**config.mk**
```make
export PLATFORM = sky130hd
export DESIGN_NAME = htc_ctrl
export DESIGN_NICKNAME = d
export VERILOG_FILES = /design/src/hw/rtl/htc_pkg.sv /design/src/hw/rtl/htc_ctrl.sv
export SDC_FILE = /design/constraint.sdc
export NUM_CORES = 1
export LEC_CHECK = 0
export BUFFER_PORTS_ARGS = -buffer_cell sky130_fd_sc_hd__clkbuf_2
export CAP_MARGIN = 20
export CORE_MARGIN = 2
export CORE_UTILIZATION = 50
export DETAILED_ROUTE_END_ITERATION = 8
export PLACE_DENSITY = 0.74
export SETUP_SLACK_MARGIN = 0.2
export SYNTH_ARGS = -nofsm -noshare
export SYNTH_HDL_FRONTEND = slang
export SYNTH_SLANG_ARGS = --single-unit
export TNS_END_PERCENT = 100
```
**constraint.sdc**
```tcl
create_clock -name clk -period 2.84 [get_ports clk]
set_input_delay 0.568 -clock clk [delete_from_list [all_inputs] [get_ports clk]]
set_output_delay 0.568 -clock clk [all_outputs]
set_load 0.005 [all_outputs]
```
**src/hw/rtl/htc_pkg.sv**
```systemverilog
`default_nettype none
package htc_pkg;

  // Sizes
  localparam int MAX_VERTS   = 8;
  localparam int COORD_WIDTH = 32;
  localparam int FRAC_BITS   = 16;
  localparam int NCOMP       = 6;
  localparam int VERT_W      = NCOMP * COORD_WIDTH;
  localparam int DEPTH       = 2 * MAX_VERTS;
  localparam int IDX_W       = $clog2(DEPTH);
  localparam int CNT_W       = $clog2(MAX_VERTS + 1);
  localparam int DIST_W      = COORD_WIDTH + 1;
  localparam int DEN_W       = COORD_WIDTH + 2;
  localparam int T_W         = FRAC_BITS + 1;
  localparam int PROD_W      = DIST_W + T_W + 1;
  localparam int STEP_W      = $clog2(FRAC_BITS + 1);

  typedef logic signed [COORD_WIDTH-1:0] coord_t;
  typedef logic signed [DIST_W-1:0] dist_t;

  typedef struct packed {
    coord_t x;
    coord_t y;
    coord_t z;
    coord_t w;
    coord_t u;
    coord_t v;
  } vert_t;

  // Clip planes in pass order
  typedef enum logic [2:0] {
    PL_RIGHT,
    PL_LEFT,
    PL_TOP,
    PL_BOTTOM,
    PL_NEAR
  } plane_t;

  // Source of a vertex store write
  typedef enum logic [1:0] {
    WS_INPUT,
    WS_CLIP,
    WS_NEXT
  } wsel_t;

  typedef struct packed {
    logic             ram_we;
    wsel_t            wsel;
    logic [IDX_W-1:0] waddr;
    logic [IDX_W-1:0] raddr;
    logic             load_a;
    logic             load_b;
    logic             a_from_b;
    logic             div_start;
    logic             lerp_go;
    logic             gather_first;
    plane_t           plane;
    logic             out_load;
    logic             out_tri_end;
    logic             out_run_last;
  } cmd_t;

  typedef struct packed {
    logic tri_inside;
    logic a_in;
    logic b_in;
    logic div_done;
  } stat_t;

  function automatic dist_t sx(input coord_t c);
    sx = {c[COORD_WIDTH-1], c};
  endfunction

  // Signed distance to a plane, inside when >= 0
  function automatic dist_t plane_dist(input plane_t pl, input vert_t p);
    case (pl)
      PL_RIGHT:  plane_dist = sx(p.w) - sx(p.x);
      PL_LEFT:   plane_dist = sx(p.x) + sx(p.w);
      PL_TOP:    plane_dist = sx(p.w) - sx(p.y);
      PL_BOTTOM: plane_dist = sx(p.y) + sx(p.w);
      default:   plane_dist = sx(p.z) + sx(p.w);
    endcase
  endfunction

  // -w <= x, y, z <= w
  function automatic logic vert_inside(input vert_t p);
    dist_t far_d, r_d, l_d, t_d, b_d, n_d;
    far_d = sx(p.w) - sx(p.z);
    r_d   = plane_dist(PL_RIGHT, p);
    l_d   = plane_dist(PL_LEFT, p);
    t_d   = plane_dist(PL_TOP, p);
    b_d   = plane_dist(PL_BOTTOM, p);
    n_d   = plane_dist(PL_NEAR, p);
    vert_inside = !r_d[DIST_W-1] && !l_d[DIST_W-1] && !t_d[DIST_W-1] &&
                  !b_d[DIST_W-1] && !n_d[DIST_W-1] && !far_d[DIST_W-1];
  endfunction

endpackage
`default_nettype wire

```
**src/hw/rtl/htc_ctrl.sv**
```systemverilog
`default_nettype none
module htc_ctrl (
  input  wire logic           clk,
  input  wire logic           rst,
  input  wire logic           vert_valid,
  output logic                vert_stall,
  output logic                out_valid,
  input  wire logic           out_stall,
  input  wire htc_pkg::stat_t stat,
  output htc_pkg::cmd_t       cmd
);
  import htc_pkg::*;

  typedef enum logic [3:0] {
    S_IDLE,
    S_PASS,
    S_CAP_A,
    S_CAP_B,
    S_EDGE,
    S_DIV,
    S_LERP,
    S_PUSH_C,
    S_PUSH_B,
    S_EMIT_RD,
    S_EMIT_CAP
  } state_t;

  state_t state;
  logic [1:0]       gather_count;
  logic [CNT_W-1:0] poly_count, m, n, i, ei;
  logic [1:0]       ek;
  logic             bank;
  plane_t           plane, plane_next;
  logic             accept, take;
  logic [IDX_W-1:0] src, dst;
  logic [CNT_W-1:0] i_next, nb, m_after, m_final, eoff;
  logic             push_b, end_pass, emit_last;

  assign accept = vert_valid && !vert_stall;
  assign take   = out_valid && !out_stall;
  assign vert_stall = state != S_IDLE;

  assign src = bank ? IDX_W'(MAX_VERTS) : '0;
  assign dst = bank ? '0 : IDX_W'(MAX_VERTS);

  always_comb begin
    case (plane)
      PL_RIGHT:  plane_next = PL_LEFT;
      PL_LEFT:   plane_next = PL_TOP;
      PL_TOP:    plane_next = PL_BOTTOM;
      default:   plane_next = PL_NEAR;
    endcase
  end

  // Edge walk bookkeeping
  assign i_next  = i + 1'b1;
  assign nb      = (i_next + 1'b1 == n) ? '0 : i_next + 1'b1;
  assign push_b  = stat.b_in && (m < CNT_W'(MAX_VERTS));
  assign m_after = m + CNT_W'(push_b);
  assign end_pass = (state == S_PASS) ? (poly_count == '0) : (i_next == n);
  assign m_final  = (state == S_PASS) ? '0 : m_after;

  // Fan corner: v0, vi, vi+1
  always_comb begin
    case (ek)
      2'd0:    eoff = '0;
      2'd1:    eoff = ei;
      default: eoff = ei + 1'b1;
    endcase
  end
  assign emit_last = (ek == 2'd2) && (ei + CNT_W'(2) == poly_count);

  // Commands to the datapath
  always_comb begin
    cmd = '0;
    cmd.plane = plane;
    cmd.wsel  = WS_INPUT;
    case (state)
      S_IDLE: begin
        cmd.ram_we       = accept;
        cmd.waddr        = IDX_W'(gather_count);
        cmd.gather_first = gather_count == 2'd0;
      end
      S_PASS:  cmd.raddr = src;
      S_CAP_A: begin
        cmd.load_a = 1'b1;
        cmd.raddr  = src + ((n == CNT_W'(1)) ? '0 : IDX_W'(1));
      end
      S_CAP_B: cmd.load_b = 1'b1;
      S_EDGE:  cmd.div_start = stat.a_in != stat.b_in;
      S_LERP:  cmd.lerp_go = 1'b1;
      S_PUSH_C: begin
        cmd.ram_we = m < CNT_W'(MAX_VERTS);
        cmd.waddr  = dst + IDX_W'(m);
        cmd.wsel   = WS_CLIP;
      end
      S_PUSH_B: begin
        cmd.ram_we   = push_b;
        cmd.waddr    = dst + IDX_W'(m);
        cmd.wsel     = WS_NEXT;
        cmd.a_from_b = 1'b1;
        cmd.raddr    = src + IDX_W'(nb);
      end
      S_EMIT_RD: cmd.raddr = src + IDX_W'(eoff);
      S_EMIT_CAP: begin
        cmd.out_load     = 1'b1;
        cmd.out_tri_end  = ek == 2'd2;
        cmd.out_run_last = emit_last;
      end
      default: ;
    endcase
  end

  // State and counters
  always_ff @(posedge clk) begin
    if (rst) begin
      state        <= S_IDLE;
      gather_count <= '0;
      poly_count   <= '0;
      bank         <= 1'b0;
      plane        <= PL_RIGHT;
      m            <= '0;
      n            <= '0;
      i            <= '0;
      ei           <= '0;
      ek           <= '0;
      out_valid    <= 1'b0;
    end else begin
      if (cmd.out_load) begin
        out_valid <= 1'b1;
      end else if (take) begin
        out_valid <= 1'b0;
      end
      case (state)
        S_IDLE: begin
          if (accept) begin
            if (gather_count < 2'd2) begin
              gather_count <= gather_count + 1'b1;
            end else begin
              gather_count <= '0;
              bank         <= 1'b0;
              poly_count   <= CNT_W'(3);
              plane        <= PL_RIGHT;
              ei           <= CNT_W'(1);
              ek           <= '0;
              state        <= stat.tri_inside ? S_EMIT_RD : S_PASS;
            end
          end
        end
        S_PASS: begin
          m <= '0;
          i <= '0;
          n <= poly_count;
          if (!end_pass) state <= S_CAP_A;
        end
        S_CAP_A:  state <= S_CAP_B;
        S_CAP_B:  state <= S_EDGE;
        S_EDGE:   state <= (stat.a_in != stat.b_in) ? S_DIV : S_PUSH_B;
        S_DIV:    if (stat.div_done) state <= S_LERP;
        S_LERP:   state <= S_PUSH_C;
        S_PUSH_C: begin
          if (m < CNT_W'(MAX_VERTS)) m <= m + 1'b1;
          state <= S_PUSH_B;
        end
        S_PUSH_B: begin
          m <= m_after;
          i <= i_next;
          if (!end_pass) state <= S_CAP_B;
        end
        S_EMIT_RD: if (!out_valid || !out_stall) state <= S_EMIT_CAP;
        S_EMIT_CAP: begin
          if (ek == 2'd2) begin
            ek <= '0;
            ei <= ei + 1'b1;
          end else begin
            ek <= ek + 1'b1;
          end
          state <= emit_last ? S_IDLE : S_EMIT_RD;
        end
        default: state <= S_IDLE;
      endcase
      // Closing a clip pass
      if ((state == S_PASS || state == S_PUSH_B) && end_pass) begin
        poly_count <= m_final;
        bank       <= ~bank;
        ei         <= CNT_W'(1);
        ek         <= '0;
        if (plane == PL_NEAR) begin
          state <= (m_final >= CNT_W'(3)) ? S_EMIT_RD : S_IDLE;
        end else begin
          plane <= plane_next;
          state <= S_PASS;
        end
      end
    end
  end

  // Checks
  a_poly_bound: assert property (@(posedge clk) disable iff (rst)
    poly_count <= CNT_W'(MAX_VERTS))
    else $error("polygon size above capacity");

  a_gather_range: assert property (@(posedge clk) disable iff (rst)
    gather_count != 2'd3)
    else $error("gather count out of range");

  a_out_free: assert property (@(posedge clk) disable iff (rst)
    cmd.out_load |-> !out_valid)
    else $error("output register overwritten");

  a_div_wait: assert property (@(posedge clk) disable iff (rst)
    stat.div_done |-> state == S_DIV)
    else $error("divider finished outside wait state");

  a_clip_write: assert property (@(posedge clk) disable iff (rst)
    (cmd.ram_we && state != S_IDLE) |-> m < CNT_W'(MAX_VERTS))
    else $error("clip write past polygon capacity");

endmodule
`default_nettype wire

```
==> flow_summary.json <==
{
  "r2r-start": "state[3]$_SDFFE_PP0P_",
  "slowest_delay_ns": 0.34,
  "fp.coreArea_um2": 4414,
  "detail-route-antenna-nets": 0,
  "arrival_ns": 2.12,
  "grt_pass1_wl_um": 9908,
  "grtUsageTotal_pct": 24.33,
  "grt_max_degree": 31,
  "crit_chain": "inv_1, ha_4, xnor2_4, mux2i_1, buf_4, buf_4, nand3_2, a32o_1, clkbuf_2",
  "layout.nets": 352,
  "ctsHtreeMaxLevel": 2,
  "postSynthCellCount": 299,
  "fin_ws_ns": 0.1475,
  "areaGrowthSynthToFinish_pct": 19.85,
  "status": "finished clean",
  "slew_violations": 0,
  "required_ns": 2.27,
  "skew_ns": 0.004342,
  "ios": 33,
  "ys_ff_latch": 33,
  "dieArea_um2": 5187,
  "holdCritStartpoint": "n[2]$_SDFFE_PP0P_",
  "cts_buffers": 5,
  "layout.cells.non_filler": 390,
  "tightest_slew_ns": 0.6633,
  "wl_per_cell_um": 15.08,
  "die_y_um": 72.02,
  "yosysTopAreaCellShare_pct": 28.56,
  "ys_async_sr_fraction_pct": 0,
  "dpl_worst_slack_ns": 0.2513,
  "hold_viol": 0,
  "hold_buffers": 0,
  "max-slew-margin-rel_pct": 55.78,
  "reg2reg_to": "state[0]$_SDFFE_PP0P_",
  "vias_per_cell": 5.790,
  "fin_total_pwr_mw": 1.876,
  "final.setup.tns_ns": 0,
  "ff2ff_path_depth": 6,
  "finalCriticalPeriod_ns": 2.692,
  "r2r_slack_ns": 0.49,
  "cts-root-buf": "clkbuf_8",
  "critPathSlowestCell": "dfxtp_2",
  "drive_gt1_share_pct": 25.44,
  "first_global_vias": 2037,
  "cap_violations": 0,
  "portBuffers": 32,
  "leakage_nw": 1.081,
  "drc_errors": 0,
  "avgSynthCellArea_um2": 7.737,
  "netlist.top_cell.by_area": "dfxtp_1",
  "whs_path_depth": 2,
  "vdd_drop_max_mv": 0.3317,
  "antenna_found_initial": 0,
  "max_freq_mhz": 371.4,
  "timing.critical_path.mode_cell": "buf_4",
  "synth.distinct_cells": 57,
  "drt_wl_total_um": 5881,
  "hpwl_um": 4227,
  "holdWs_ns": 0.5017,
  "diodes": 0,
  "grt_overflow_total": 0,
  "critPathLaunchType": "flip-flop",
  "placedCellCount": 373,
  "finalSetupViolCount": 0,
  "endpoint_kind": "output pin",
  "drt_pass1_iterations": 5,
  "clkLatencyLatePin_ns": 0.29,
  "cts_tree": "done",
  "fin_area_um2": 2773,
  "dieWidth_um": 72.02,
  "powerDensity_nw_per_um2": 676.5,
  "seq_area_frac_synth_pct": 28.56,
  "synth_fp_nets": 314,
  "num_vias": 2258,
  "place_congestion": 0.8684,
  "critical_path_class": "flip-flop to output pin",
  "synth_area_leaders": "dfxtp_1 (29%), nand2_1 (6.0%), a21oi_1 (5.0%), xnor2_1 (4.2%), nor2_1 (4.1%)",
  "cts.sink_count": 33,
  "clock_path_buffers": 2,
  "synthFlopType": "dfxtp_1",
  "place_area_um2": 2530,
  "syn_area_um2": 2313,
  "synth_edf_count": 0,
  "fin_crit_sh_pct": 94.81,
  "synth-warning-count": 0,
  "cts.clk_slew.worst_paths_ns": 0.07,
  "rows": 24,
  "hp-class": "flip-flop to flip-flop",
  "drtIter0Drc": 198,
  "rsz0062_at_grt": "true",
  "initial_utilization_pct": 52.41,
  "critical_path.max_fanout": 4,
  "min_to": "n[2]$_SDFFE_PP0P_",
  "finalCoreUtilization_pct": 62.81
}
==> kinds of logic after synthesis <==
kind of cell / Yosys count / synth area share (%)
and+or+nand+nor: 128 / 29.31
AOI/OAI and AO/OA: 74 / 21.20
DFF: 33 / 28.56
buffers and inverters: 32 / 6.219
xor gates and xnor gates: 22 / 9.573
adders and majority gates: 7 / 3.786
muxes: 3 / 1.352
==> worst max-delay path: cells and delay by family (launching register included) <==
kind                     cells  cell delay (ns)
buffers and inverters        4             0.42
flip-flops                   1             0.34
adder cells (fa/ha/maj)      1             0.31
multiplexers                 1             0.28
AO/OA/AOI/OAI                1             0.25
XOR/XNOR                     1             0.13
AND/OR/NAND/NOR              1             0.10
==> layout by cell type, fill, tap and decap left out, types with 6 or more instances in the layout <==
cell type / n
xor2_1: 8
a21oi_1: 23
xnor2_1: 8
o21ai_0: 12
buf_4: 20
inv_1: 9
a211oi_1: 6
clkbuf_2: 31
dfxtp_1: 29
nand2_1: 37
nor2_1: 25
nor3_1: 8
nand3_1: 14
==> worst max-delay path by stage <==
| stage | start | to | slack [ns] | cells past startpoint |
|---|---|---|---|---|
| final | i[0]$_SDFFE_PP0P_ | cmd[12] | 0.15 | 9 |
| after floorplan | i[0]$_SDFFE_PP0P_ | cmd[15] | 0.24 | 8 |
| after global routing | i[0]$_SDFFE_PP0P_ | cmd[12] | 0.07 | 9 |
| after CTS | i[0]$_SDFFE_PP0P_ | cmd[15] | 0.1 | 8 |
| after detailed placement | i[0]$_SDFFE_PP0P_ | cmd[15] | 0.25 | 8 |
| after global placement | i[0]$_SDFFE_PP0P_ | cmd[15] | 0.31 | 8 |
==> report_power, final <==
group | internal, mW | switching, mW | total (mW) | leakage, nW
clock network | 0.169 | 0.185 | 0.354 | 0.0439
logic | 0.393 | 0.497 | 0.889 | 0.768
registers | 0.536 | 0.0969 | 0.633 | 0.269
total | 1.10 | 0.779 | 1.88 | 1.08
==> registers in the layout (all words and copies together) (netlist names) <==
name	flops
ei	4
i	4
m	4
n	4
poly_count	4
state	4
plane	3
ek	2
gather_count	2
bank	1
out_valid	1
==> layer usage <==
layer	track usage (%)	up-vias	wire (µm)
met5	0	-	0
met4	8.386	0	104
met3	5.139	12	304
met2	37.35	55	2698
met1	34.00	1043	2773
li1	-	1148	-
==> area by class of cell <==
type,instances,area (µm²)
Multi-Input combinational cell,234,1593
Inverter,10,41.29
Clock buffer,5,68.82
Clock inverter,3,17.52
Tap cell,52,65.06
Timing Repair Buffer,53,321.6
Fill cell,392,1642
Sequential cell,33,665.6
==> repair_timing <==
action / CTS / global route
pin swaps: 2 / 10
resized for setup: 12 / 7
gates cloned: 0 / 0
setup buffers: 5 / 4
hold endpoints to repair: 0 / 0
endpoints found under the setup margin: 9 / 9
==> Yosys cell counts, types with 4 or more instances <==
library cell,number
nand3b_1,4
or2_2,4
nand3_1,15
dfxtp_1,33
nand2b_1,4
xnor2_1,11
inv_1,10
o21ai_0,12
a221oi_1,4
nand2_1,37
clkbuf_1,16
a31oi_1,5
nor2b_1,5
nor2_1,25
ha_1,7
nor3b_1,4
xor2_1,9
nor4b_1,5
a211oi_1,6
nor3_1,8
a21oi_1,23
Power figures use the tool's default switching activity.
